**src/rtl/core/srb_pkg.sv**
```systemverilog
// Shared types and constants for the rotating sprite blitter.
// Used by the front end, the queue, the back end and the top level.
`default_nettype none

package srb_pkg;

  // Defaults for the top-level parameters.
  localparam int unsigned MAX_SPRITE_W_DEF = 64;
  localparam int unsigned MAX_SPRITE_H_DEF = 64;
  localparam int unsigned SCREEN_W_DEF     = 320;
  localparam int unsigned SCREEN_H_DEF     = 200;

  // Depth of the queue between front and back end.
  localparam int unsigned QUEUE_DEPTH = 4;

  // Datapath widths fixed by the field widths.
  localparam int unsigned PROD_W     = 24;  // 16-bit Q1.14 times 8-bit half-pixel offset
  localparam int unsigned SUM_W      = 27;  // two products plus the centre bias
  localparam int unsigned IDX_W      = 7;   // source column or row, below the 7-bit size
  localparam int unsigned TEX_ADDR_W = 16;  // covers the largest sprite memory
  localparam int unsigned FB_ADDR_W  = 16;
  localparam int unsigned COLOR_W    = 8;

  // Configuration register indexes.
  typedef enum logic [2:0] {
    REG_SPRITE_W = 3'd0,
    REG_SPRITE_H = 3'd1,
    REG_COS      = 3'd2,
    REG_SIN      = 3'd3,
    REG_POS_X    = 3'd4,
    REG_POS_Y    = 3'd5
  } srb_reg_e;

  // One classified operation handed from the front end to the back end.
  typedef struct packed {
    logic                  is_load;
    logic                  store_en;
    logic                  draw_en;
    logic [TEX_ADDR_W-1:0] tex_addr;
    logic [COLOR_W-1:0]    color;
    logic [FB_ADDR_W-1:0]  fb_addr;
  } srb_op_t;

endpackage

`default_nettype wire

```
**src/rtl/core/srb_queue.sv**
```systemverilog
// Short first-in first-out queue of classified operations between the front
// and back ends of the sprite blitter. Depends on srb_pkg.
`default_nettype none

module srb_queue import srb_pkg::*; #(
  parameter int unsigned DEPTH = QUEUE_DEPTH
) (
  input  wire logic clk_i,
  input  wire logic rst_ni,
  input  wire logic push_valid_i,
  output logic      push_ready_o,
  input  srb_op_t   push_data_i,
  output logic      pop_valid_o,
  input  wire logic pop_ready_i,
  output srb_op_t   pop_data_o
);

  localparam int unsigned PTR_W = (DEPTH > 1) ? $clog2(DEPTH) : 1;
  localparam int unsigned CNT_W = $clog2(DEPTH + 1);

  srb_op_t            entry_q [DEPTH];
  logic [PTR_W-1:0]   wptr_q, wptr_d, rptr_q, rptr_d;
  logic [CNT_W-1:0]   count_q, count_d;
  logic               push, pop;

  assign push_ready_o = (32'(count_q) < DEPTH);
  assign pop_valid_o  = (count_q != '0);
  assign push         = push_valid_i && push_ready_o;
  assign pop          = pop_valid_o && pop_ready_i;
  assign pop_data_o   = entry_q[rptr_q];

  always_comb begin
    wptr_d  = wptr_q;
    rptr_d  = rptr_q;
    count_d = count_q;
    if (push) begin
      wptr_d = (32'(wptr_q) == DEPTH - 1) ? '0 : wptr_q + PTR_W'(1);
    end
    if (pop) begin
      rptr_d = (32'(rptr_q) == DEPTH - 1) ? '0 : rptr_q + PTR_W'(1);
    end
    if (push && !pop) begin
      count_d = count_q + CNT_W'(1);
    end else if (pop && !push) begin
      count_d = count_q - CNT_W'(1);
    end
  end

  always_ff @(posedge clk_i or negedge rst_ni) begin
    if (!rst_ni) begin
      wptr_q  <= '0;
      rptr_q  <= '0;
      count_q <= '0;
    end else begin
      wptr_q  <= wptr_d;
      rptr_q  <= rptr_d;
      count_q <= count_d;
    end
  end

  always_ff @(posedge clk_i) begin
    if (push) begin
      entry_q[wptr_q] <= push_data_i;
    end
  end

endmodule

`default_nettype wire

```
**config.mk**
```make
export PLATFORM = sky130hd
export DESIGN_NAME = srb_queue
export DESIGN_NICKNAME = d
export VERILOG_FILES = /design/src/rtl/core/srb_pkg.sv /design/src/rtl/core/srb_queue.sv
export SDC_FILE = /design/constraint.sdc
export NUM_CORES = 1
export LEC_CHECK = 0
export ABC_CLOCK_PERIOD_IN_PS = 2590
export BUFFER_PORTS_ARGS = -buffer_cell sky130_fd_sc_hd__buf_2
export CAP_MARGIN = 5
export CORE_MARGIN = 4
export CORE_UTILIZATION = 50
export DETAILED_ROUTE_END_ITERATION = 6
export PLACE_DENSITY = 0.71
export SLEW_MARGIN = 15
export SYNTH_ARGS = -nofsm -noshare
export SYNTH_HDL_FRONTEND = slang
export SYNTH_SLANG_ARGS = --single-unit
```
**constraint.sdc**
```tcl
create_clock -name clk_i -period 2.59 [get_ports clk_i]
set_input_delay 0 -clock clk_i [delete_from_list [all_inputs] [get_ports clk_i]]
set_output_delay 0 -clock clk_i [all_outputs]
set_load 0.01 [all_outputs]
```
==> run metrics <==
status completed; Root Driver clkbuf_16; Max clock buf depth 2; DRT Wirelength 11.5 mm; DRC violations left 0; starting DRC count in detailed routing between 200 and 250; wire per inst ~19 um; commonest non-fill, non-tap cells in the layout 172 x edfxtp_1, 91 x buf_2, 46 x dlygate4sd3_1, 38 x mux4_2, 17 x clkbuf_16; CORE AREA between 10000 and 15000 um^2; Die Ht roughly 120 um; Yosys warnings 0; post-synth net total roughly 320; syn_area_per_cell around 25 um^2; via count about 3100; Netlist Area Pre-Place about 6700 um^2; power density cells ~1000 nW/um^2; Overall Global Routing Usage approximately 16%; final hold viol count 0; Post-DP HPWL around 7 mm; HP Class in -> reg; Synth Register Bits approximately 180; vias in the first global route 3330; later-pin clock latency in the skew report around 0.42 ns; total grt overflow 0; # clock sinks 179; most common cell after layout, fill and taps aside edfxtp_1; # rows 42; DRT Pass-1 Iters 4; Critical Path AT 2.29 ns; diodes inserted 0; VDD IR max around 600 uV; Final Cycle Share 88.3%; # IOs 92; Worst Hold Depth 4; initial antenna violation count 0; Netlist cell types 20; Worst Max-Slew Pin Slew about 0.69 ns; TNS Setup 0 ns; die area ~15000 um^2; unrepaired setup endpoints after global routing false; Reg2Reg Depth 8; total power between 0.008 and 0.009 W; CP Launch Type flip-flop; Max Fanout on Critical Path 37; Pins Over Slew Limit 0; Peak Freq around 440 MHz; DR vias/cell just over 5; minimum period implied by the final worst setup slack approximately 2.3 ns; ANT nets after route 0; # port buffers just over 90; CTS Buf Count 17; htree depth 4; first-pass GRT wire length between 15 and 20 mm; leakage power about 2.9 nW; worst clock skew about 0.0054 ns; die width roughly 120 um; max_slew headroom between 50% and 60%; type of the worst setup path reg -> out; P&R area growth vs syn 25.2%; largest net degree at the start of global routing between 40 and 50; Worst-path clk slew about 0.06 ns; postcts setup bufs 0; sequential share of the synthesized area between 70 and 80%; Critical Path End Type output pin; Starting Density just over 50%; layout cell share with drive strength beyond 1 about two fifths; final net count 472; synthesized instance count approximately 260; number of fill cells approximately 910; Critical Path RT about 2.6 ns; MaxCap Viol Count 0; CTS tree done; Setup-failing EPs final 0; gpl congestion between 0.7 and 0.8
state kept, by name (all words and copies together) (netlist names):
| register | flops |
|---|---|
| entry_q | 172 |
| count_q | 3 |
| wptr_q | 2 |
| rptr_q | 2 |
metal layers:
metal / up-vias / track usage [%] / routed length [um]
met1: 1615 / 21.1 / 4850
met2: 82 / 26.0 / 5850
li1: 1428 / - / -
met3: 16 / 4.50 / 577
met4: 0 / 7.06 / 202
met5: - / 0 / 0
path summary, 6_finish.rpt:
check,from,endpoint,slack [ns]
max in group asynchronous,rst_ni,rptr_q[0]$_DFFE_PN0P_,1.77
worst max register to register,count_q[0]$_DFFE_PN0P_,count_q[2]$_DFFE_PN0P_,0.47
min in group asynchronous,rst_ni,count_q[2]$_DFFE_PN0P_,0.54
worst min-delay path,push_valid_i,wptr_q[0]$_DFFE_PN0P_,0.07
worst max-delay path,rptr_q[0]$_DFFE_PN0P_,pop_data_o[20],0.30
worst min register to register,count_q[0]$_DFFE_PN0P_,count_q[0]$_DFFE_PN0P_,0.57
critical path, stage by stage (launching register included):
cell	delay, ns
dfrtp_4	0.87
buf_4	0.30
mux4_2	0.51
buf_2	0.15
area by class of cell:
type / count / area, um^2 / share of cell area (%)
Multi-Input combinational cell: 70 / 1220 / 14.6
Inverter: 4 / 15.0 / 0.179
Clock buffer: 21 / 440 / 5.26
Timing Repair Buffer: 146 / 1050 / 12.5
Tap cell: 176 / 220 / 2.63
Sequential cell: 179 / 5350 / 63.8
Clock inverter: 11 / 88.8 / 1.06
what timing repair did:
action	4_1_cts	5_1_grt
gates resized for setup	0	0
hold buffers	46	0
setup endpoints to repair	0	0
endpoints found under the hold margin	181	0
report_power, final:
| part | switching [W] | internal (W) |
|---|---|---|
| logic | 0.00109 | 0.00121 |
| clock network | 0.000973 | 0.00131 |
| registers | 0.000298 | 0.00363 |
| total | 0.00236 | 0.00614 |
through the flow:
step | area, um^2 | instances | worst slack [ns] | util, % | hold WS [ns]
floorplan | 6690 | 264 | 0.414 | - | -0.296
finish | 8380 | 607 | 0.302 | 63.5 | 0.0745
global route | 8380 | 607 | 0.132 | 63.5 | 0.120
CTS | 8380 | 607 | 0.215 | 63.5 | 0.0456
detailed placement | 7390 | 529 | 0.489 | 56.0 | -0.156
global placement | 7390 | 529 | 0.569 | 56.0 | -0.164
kinds of logic after synthesis:
kind of cell,after synthesis,synth area share [%]
flip-flops,179,79.8
multiplexers,46,15.3
buffers and inverters,15,2.02
AND/OR/NAND/NOR,12,0.972
adder cells (fa/ha/maj),7,1.42
XOR/XNOR,3,0.393
AO/OA/AOI/OAI,2,0.150
cells in the mapped netlist:
cell,count,area (um^2)
edfxtp_1,172,5160
mux4_2,38,856
dfrtp_1,7,175
ha_1,6,75.1
buf_2,5,25.0
mux4_1,5,131
and2_1,4,25.0
buf_12,4,80.1
inv_1,4,15.0
mux2_2,3,33.8
nand2_1,3,11.3
nor2_1,3,11.3
o21ai_0,2,10.0
xnor2_1,2,17.5
buf_6,1,11.3
clkbuf_1,1,3.75
fa_1,1,20.0
nor2b_1,1,6.26
or3_4,1,11.3
xor2_1,1,8.76
No activity file was read; power rests on OpenSTA's default activity.
