--- config.mk ---
export PLATFORM = sky130hd
export DESIGN_NAME = srb_front
export DESIGN_NICKNAME = d
export VERILOG_FILES = /design/src/rtl/core/srb_pkg.sv /design/src/rtl/core/srb_front.sv
export SDC_FILE = /design/constraint.sdc
export NUM_CORES = 2
export LEC_CHECK = 0
export ABC_CLOCK_PERIOD_IN_PS = 6940
export BUFFER_PORTS_ARGS = -buffer_cell sky130_fd_sc_hd__clkbuf_2
export CORE_AREA = 2 2 250 252
export CTS_BUF_LIST = sky130_fd_sc_hd__clkbuf_8
export DETAILED_ROUTE_END_ITERATION = 6
export DIE_AREA = 0 0 252 254
export PLACE_DENSITY = 0.74
export SETUP_SLACK_MARGIN = 0.2
export SLEW_MARGIN = 20
export SYNTH_ARGS = -nofsm -noshare
export SYNTH_HDL_FRONTEND = slang
export SYNTH_SLANG_ARGS = --single-unit
--- constraint.sdc ---
create_clock -name clk_i -period 6.94 [get_ports clk_i]
set_input_delay 1.388 -clock clk_i [delete_from_list [all_inputs] [get_ports clk_i]]
set_output_delay 1.388 -clock clk_i [all_outputs]
set_load 0.01 [all_outputs]
--- src/rtl/core/srb_pkg.sv ---
// Shared types and constants for the rotating sprite blitter.
// Used by the front end, the queue, the back end and the top level.
`default_nettype none

package srb_pkg;

  // Defaults for the top-level parameters.
  localparam int unsigned MAX_SPRITE_W_DEF = 64;
  localparam int unsigned MAX_SPRITE_H_DEF = 64;
  localparam int unsigned SCREEN_W_DEF     = 320;
  localparam int unsigned SCREEN_H_DEF     = 200;

  // Depth of the queue between front and back end.
  localparam int unsigned QUEUE_DEPTH = 4;

  // Datapath widths fixed by the field widths.
  localparam int unsigned PROD_W     = 24;  // 16-bit Q1.14 times 8-bit half-pixel offset
  localparam int unsigned SUM_W      = 27;  // two products plus the centre bias
  localparam int unsigned IDX_W      = 7;   // source column or row, below the 7-bit size
  localparam int unsigned TEX_ADDR_W = 16;  // covers the largest sprite memory
  localparam int unsigned FB_ADDR_W  = 16;
  localparam int unsigned COLOR_W    = 8;

  // Configuration register indexes.
  typedef enum logic [2:0] {
    REG_SPRITE_W = 3'd0,
    REG_SPRITE_H = 3'd1,
    REG_COS      = 3'd2,
    REG_SIN      = 3'd3,
    REG_POS_X    = 3'd4,
    REG_POS_Y    = 3'd5
  } srb_reg_e;

  // One classified operation handed from the front end to the back end.
  typedef struct packed {
    logic                  is_load;
    logic                  store_en;
    logic                  draw_en;
    logic [TEX_ADDR_W-1:0] tex_addr;
    logic [COLOR_W-1:0]    color;
    logic [FB_ADDR_W-1:0]  fb_addr;
  } srb_op_t;

endpackage

`default_nettype wire

--- src/rtl/core/srb_front.sv ---
// Front end of the sprite blitter: configuration registers, inverse rotation and
// classification of each item into a queue operation. Depends on srb_pkg.
`default_nettype none

module srb_front import srb_pkg::*; #(
  parameter int unsigned MAX_SPRITE_W = MAX_SPRITE_W_DEF,
  parameter int unsigned MAX_SPRITE_H = MAX_SPRITE_H_DEF,
  parameter int unsigned SCREEN_W     = SCREEN_W_DEF,
  parameter int unsigned SCREEN_H     = SCREEN_H_DEF
) (
  input  wire logic        clk_i,
  input  wire logic        rst_ni,
  input  wire logic        cfg_valid_i,
  input  wire logic [2:0]  cfg_index_i,
  input  wire logic [15:0] cfg_data_i,
  input  wire logic        in_valid_i,
  output logic             in_ready_o,
  input  wire logic        in_kind_i,
  input  wire logic [5:0]  in_col_i,
  input  wire logic [5:0]  in_row_i,
  input  wire logic [7:0]  in_color_i,
  output logic             op_valid_o,
  input  wire logic        op_ready_i,
  output srb_op_t          op_o
);

  // Configuration registers.
  logic [6:0]         width_q, height_q;
  logic signed [15:0] cos_q, sin_q;
  logic [8:0]         pos_x_q;
  logic [7:0]         pos_y_q;

  always_ff @(posedge clk_i or negedge rst_ni) begin
    if (!rst_ni) begin
      width_q  <= 7'd32;
      height_q <= 7'd32;
      cos_q    <= 16'sd16384;
      sin_q    <= 16'sd0;
      pos_x_q  <= 9'd0;
      pos_y_q  <= 8'd0;
    end else if (cfg_valid_i) begin
      unique case (srb_reg_e'(cfg_index_i))
        REG_SPRITE_W: width_q  <= cfg_data_i[6:0];
        REG_SPRITE_H: height_q <= cfg_data_i[6:0];
        REG_COS:      cos_q    <= $signed(cfg_data_i);
        REG_SIN:      sin_q    <= $signed(cfg_data_i);
        REG_POS_X:    pos_x_q  <= cfg_data_i[8:0];
        REG_POS_Y:    pos_y_q  <= cfg_data_i[7:0];
        default: ;
      endcase
    end
  end

  // Pipeline handshake: each stage moves when the one after it has room.
  logic va_q, vb_q, vc_q;
  logic rdy_a, rdy_b, rdy_c;

  assign rdy_c      = !vc_q || op_ready_i;
  assign rdy_b      = !vb_q || rdy_c;
  assign rdy_a      = !va_q || rdy_b;
  assign in_ready_o = rdy_a;
  assign op_valid_o = vc_q;

  always_ff @(posedge clk_i or negedge rst_ni) begin
    if (!rst_ni) begin
      va_q <= 1'b0;
      vb_q <= 1'b0;
      vc_q <= 1'b0;
    end else begin
      if (rdy_a) va_q <= in_valid_i;
      if (rdy_b) vb_q <= va_q;
      if (rdy_c) vc_q <= vb_q;
    end
  end

  // Stage A: offsets from the centre in half pixels and the four products.
  logic signed [7:0]        dx2, dy2;
  logic [9:0]               fx;
  logic [8:0]               fy;
  logic signed [PROD_W-1:0] pcx_d, psy_d, pcy_d, psx_d;

  assign dx2   = $signed({1'b0, in_col_i, 1'b0}) - $signed({1'b0, width_q});
  assign dy2   = $signed({1'b0, in_row_i, 1'b0}) - $signed({1'b0, height_q});
  assign pcx_d = cos_q * dx2;
  assign psy_d = sin_q * dy2;
  assign pcy_d = cos_q * dy2;
  assign psx_d = sin_q * dx2;
  assign fx    = 10'(pos_x_q) + 10'(in_col_i);
  assign fy    = 9'(pos_y_q) + 9'(in_row_i);

  logic                     a_kind_q, a_in_box_q, a_on_screen_q;
  logic [5:0]               a_col_q, a_row_q;
  logic [7:0]               a_color_q;
  logic [9:0]               a_fx_q;
  logic [8:0]               a_fy_q;
  logic signed [PROD_W-1:0] pcx_q, psy_q, pcy_q, psx_q;

  always_ff @(posedge clk_i) begin
    if (rdy_a && in_valid_i) begin
      a_kind_q      <= in_kind_i;
      a_col_q       <= in_col_i;
      a_row_q       <= in_row_i;
      a_color_q     <= in_color_i;
      a_in_box_q    <= (7'(in_col_i) < width_q) && (7'(in_row_i) < height_q);
      a_on_screen_q <= (32'(fx) < SCREEN_W) && (32'(fy) < SCREEN_H);
      a_fx_q        <= fx;
      a_fy_q        <= fy;
      pcx_q         <= pcx_d;
      psy_q         <= psy_d;
      pcy_q         <= pcy_d;
      psx_q         <= psx_d;
    end
  end

  // Stage B: source position in 1/32768 pixel, truncated toward zero.
  logic signed [SUM_W-1:0] bias_x, bias_y, sum_x, sum_y;
  logic [SUM_W-17:0]       sxv, syv;
  logic                    x_ok, y_ok;
  logic [IDX_W-1:0]        idx_x, idx_y;
  logic                    store_ok;

  assign bias_x = $signed({{(SUM_W-22){1'b0}}, 8'({1'b0, width_q}) + 8'd1, 14'd0});
  assign bias_y = $signed({{(SUM_W-22){1'b0}}, 8'({1'b0, height_q}) + 8'd1, 14'd0});
  assign sum_x  = SUM_W'(pcx_q) + SUM_W'(psy_q) + bias_x;
  assign sum_y  = SUM_W'(pcy_q) - SUM_W'(psx_q) + bias_y;
  assign sxv    = sum_x[SUM_W-2:15];
  assign syv    = sum_y[SUM_W-2:15];

  // A negative sum truncates to source zero only when it lies within one pixel of zero.
  always_comb begin
    if (sum_x[SUM_W-1]) begin
      x_ok = (&sum_x[SUM_W-1:15]) && (|sum_x[14:0]) && (width_q != 7'd0);
    end else begin
      x_ok = (32'(sxv) < 32'(width_q)) && (32'(sxv) < MAX_SPRITE_W);
    end
    if (sum_y[SUM_W-1]) begin
      y_ok = (&sum_y[SUM_W-1:15]) && (|sum_y[14:0]) && (height_q != 7'd0);
    end else begin
      y_ok = (32'(syv) < 32'(height_q)) && (32'(syv) < MAX_SPRITE_H);
    end
  end

  always_comb begin
    if (a_kind_q) begin
      idx_x = sum_x[SUM_W-1] ? '0 : sxv[IDX_W-1:0];
      idx_y = sum_y[SUM_W-1] ? '0 : syv[IDX_W-1:0];
    end else begin
      idx_x = IDX_W'(a_col_q);
      idx_y = IDX_W'(a_row_q);
    end
  end

  assign store_ok = (32'(a_col_q) < MAX_SPRITE_W) && (32'(a_row_q) < MAX_SPRITE_H);

  logic             b_load_q, b_store_q, b_draw_q;
  logic [IDX_W-1:0] b_idx_x_q, b_idx_y_q;
  logic [7:0]       b_color_q;
  logic [9:0]       b_fx_q;
  logic [8:0]       b_fy_q;

  always_ff @(posedge clk_i) begin
    if (rdy_b && va_q) begin
      b_load_q  <= !a_kind_q;
      b_store_q <= !a_kind_q && store_ok;
      b_draw_q  <= a_kind_q && a_in_box_q && x_ok && y_ok && a_on_screen_q;
      b_idx_x_q <= idx_x;
      b_idx_y_q <= idx_y;
      b_color_q <= a_color_q;
      b_fx_q    <= a_fx_q;
      b_fy_q    <= a_fy_q;
    end
  end

  // Stage C: linear texel and framebuffer addresses.
  srb_op_t op_d, op_q;

  always_comb begin
    op_d.is_load  = b_load_q;
    op_d.store_en = b_store_q;
    op_d.draw_en  = b_draw_q;
    op_d.tex_addr = TEX_ADDR_W'(32'(b_idx_y_q) * MAX_SPRITE_W + 32'(b_idx_x_q));
    op_d.color    = b_color_q;
    op_d.fb_addr  = FB_ADDR_W'(32'(b_fy_q) * SCREEN_W + 32'(b_fx_q));
  end

  always_ff @(posedge clk_i) begin
    if (rdy_c && vb_q) begin
      op_q <= op_d;
    end
  end

  assign op_o = op_q;

endmodule

`default_nettype wire

==> summary.txt <==
Status
  – Status: completed

Yosys
  – Main flop type after synthesis: edfxtp_1
  – Unique cell type count in the Yosys netlist: roughly 80
  – Synth Cell Area: 33300 um2
  – Seq/Total Area, Yosys: ~25%
  – Syn Area/Cell: about 10 um2
  – #FFs+latches synth: around 290
  – Post-synth EDFFs: 221
  – Post-Syn Instances: 3300
  – YS warnings: 0
  – Post-synth ARST share: 23.0%

Critical path
  – Crit-path max cell delay: 520 ps
  – CP max stage cell: fa_1
  – Most Frequent Cell on Critical Path: fa_1
  – CP delay by family, top: adder cells
  – WS Path Type: in -> reg
  – CP Capture Type: flip-flop
  – Critical Path RT: approximately 7400 ps
  – Crit path DAT: around 7100 ps
  – CP Launch Type: input port
  – Worst Path Buf+Inv: 5
  – Crit-path max FO: 5

Die
  – Initial Util: approximately 54%
  – FP Rows: 91
  – Core ar.: between 60000 and 70000 um2
  – Die area: 64000 um2
  – Die width: about 250 um
  – I/O pin total: 90
  – DIE HEIGHT: ~250 um

Global routing
  – GRT Residual Overflow: 0
  – Global-route wire length before repair: approximately 120000 um
  – Initial antenna violation count: 1
  – Vias in the first global route: around 24000
  – Largest net degree at the start of global routing: 67
  – Overall global routing resource usage: 23.9%

Clocking
  – TritonCTS buffer count: between 50 and 60
  – Clk root buf: clkbuf_8
  – Clock Tree Buf Depth: 3
  – H-tree depth: 2
  – Clk Latency, worst-skew pair: between 600 and 700 ps
  – CTS tree: built
  – Clock-pin slew on the worst setup and hold paths: 60 ps
  – Clock Sink Count: approximately 290
  – Hold Buf Count CTS: 0

Detailed routing
  – Pre-antenna DRT Iters: 5
  – Drt total wl: about 75000 um
  – Via count: 23400
  – Final ANT Viol Nets: 0
  – Wirelength per Cell: about 17 um
  – Remaining DRCs: 0
  – Initial DRC count: between 1000 and 1500
  – Vias per cell: between 5 and 6

Flow run
  – Max cap viols: 0

Hold path
  – Hold WC Path Type: reg -> reg

STA
  – Fin crit period: ~6600 ps
  – Worst slew pin tran: between 900 and 1000 ps
  – Final Cycle Share: between 90% and 100%
  – F_max: approximately 0.15 GHz
  – RSZ-0062 raised after global routing: yes
  – Setup violators final: 0
  – Hold Vio Cnt, Final: 0
  – Final-report max-slew violation count: 0
  – Max-slew headroom: about 34%
  – Final TNS setup: 0 ps
  – Setup Skew: 49.8 ps

Cells and area
  – Share of cells above drive strength 1: around 15%
  – Fin nets: 4370
  – Fillers: ~4900
  – P&R area growth vs syn: 13.4%

Place
  – Gpl congestion: 0.866
  – HPWL Detailed: 58500 um
  – I/O Buffers: slightly below 90
-- Yosys cell counts, drive strengths merged, types with 15 or more instances --
cell | count | area, um2
mux2 | 49 | 552
nand3 | 49 | 245
clkbuf | 97 | 364
ha | 329 | 4120
and3 | 24 | 155
fa | 436 | 8730
inv | 693 | 2600
dfrtp | 63 | 1580
or2 | 15 | 93.8
xor2 | 42 | 368
nor3 | 23 | 115
nand2 | 131 | 492
edfxtp | 221 | 6640
a31oi | 16 | 115
and2 | 402 | 2510
o21ai | 90 | 450
a21oi | 88 | 444
xnor2 | 126 | 1100
nor2 | 135 | 507
nor2b | 26 | 163
nand2b | 25 | 156
a21o | 52 | 390
-- cell type report --
type | count | area, um2 | share of cell area (%)
multi-input cells | 2223 | 22500 | 59.7
flip-flops and latches | 287 | 8290 | 22.0
inverters | 693 | 2600 | 6.89
repair buffers | 304 | 2190 | 5.81
well taps | 790 | 988 | 2.62
clock buffers | 53 | 729 | 1.93
clock inverters | 42 | 424 | 1.12
diodes | 1 | 2.50 | 0.00663
-- sequential cells by signal, summed over array words and instances, names as in the netlist, 8 cells and up --
name / count
a_color_q: 8
a_fx_q: 10
a_fy_q: 9
b_color_q: 8
b_fx_q: 10
b_fy_q: 9
cos_q: 16
op_o: 40
pcx_q: 24
pcy_q: 24
pos_x_q: 9
pos_y_q: 8
psx_q: 24
psy_q: 24
sin_q: 16
-- worst paths after layout --
path,from,endpoint,slack [ps],depth (start not counted)
max in group asynchronous,rst_ni,cos_q[15],5330,2
worst min-delay path,b_fx_q[5],op_o[5],410,0
worst max register to register,height_q[1],pcy_q[19],450,26
worst min register to register,b_fx_q[5],op_o[5],410,0
min in group asynchronous,rst_ni,pos_y_q[1],960,2
worst max-delay path,in_row_i[0],pcy_q[19],320,26
-- metal layers --
metal | part of all wire [%] | track usage, %
met3 | 5.9 | 4.25
met2 | 48 | 40.8
met1 | 42 | 30.7
met4 | 3.9 | 8.50
met5 | 0 | 0
-- worst register-to-register path: stages, from the launching register on --
cell and delay (ps):
dfrtp_1 440, inv_1 290, ha_4 260, a21o_1 150, a21o_1 170, a21oi_2 130, o21bai_2 110, a21o_1 160
a21o_2 250, or2_4 270, fa_1 470, fa_1 520, inv_1 60, fa_1 500, inv_1 60, fa_1 510
inv_2 50, ha_4 270, inv_1 40, o21a_1 190, o21ai_1 230, a41oi_2 190, a21oi_2 240, a41o_1 260
nor2_1 70, o21ba_2 200, xnor2_1 230
-- metrics by stage --
stage          cells  util, %  setup slack, ps  area (um2)  hold WS (ps)
2_1_floorplan   3301        -             94.0       33400           400
4_1_cts         4383     61.0              216       37300           419
3_5_place_dp    4288     59.1             -488       36200           405
6_report        4393     61.6              322       37800           412
3_3_place_gp    4288     59.1             -396       36200           400
5_1_grt         4393     61.6              140       37800           422
-- layout by cell type (no fill, tap or decap), types with 7 or more instances in the layout --
cell / synthesis / layout
clkbuf_2: 0 / 84
a211oi_1: 12 / 12
ha_1: 329 / 324
clkbuf_8: 0 / 53
fa_1: 436 / 433
nand2_1: 131 / 129
xnor2_1: 126 / 120
nor2b_1: 26 / 24
dfrtp_1: 63 / 63
nor4_1: 9 / 8
a21o_1: 52 / 50
edfxtp_1: 221 / 221
bufinv_16: 0 / 8
or2_2: 14 / 12
buf_12: 0 / 8
nor2_1: 135 / 135
buf_4: 3 / 202
nand3_1: 49 / 48
o211ai_1: 8 / 8
nand4_1: 11 / 11
and2_1: 402 / 399
xor2_1: 42 / 36
a31oi_1: 15 / 12
and3_1: 23 / 23
buf_6: 0 / 7
a21oi_2: 1 / 13
nor3_1: 23 / 23
o21ai_2: 0 / 9
o21bai_1: 14 / 13
o21ai_1: 4 / 14
clkinv_2: 0 / 13
o21ai_0: 86 / 67
mux2_2: 49 / 49
nand2b_1: 25 / 25
a21oi_1: 87 / 73
inv_1: 693 / 699
clkinv_1: 0 / 8
-- what timing repair did --
action                                  4_1_cts  5_1_grt
setup buffers                                 0        7
gates resized for setup                       0       70
endpoints found under the setup margin        0       34
-- kinds of logic (layout without fill, tap and decap cells) --
kind of cell	after synthesis	in the layout	share of synthesized area, %
and+or+nand+nor	871	871	14.2
buffers and inverters	793	1092	8.98
adders and majority gates	765	765	38.6
AOI/OAI and AO/OA	363	363	7.16
DFF	287	287	24.9
xor gates and xnor gates	168	170	4.42
muxes	52	52	1.75
other	1	3	0.0113
Power is not shown: default switching activity piles up to over one toggle a cycle in this logic, so the estimate is an artifact.
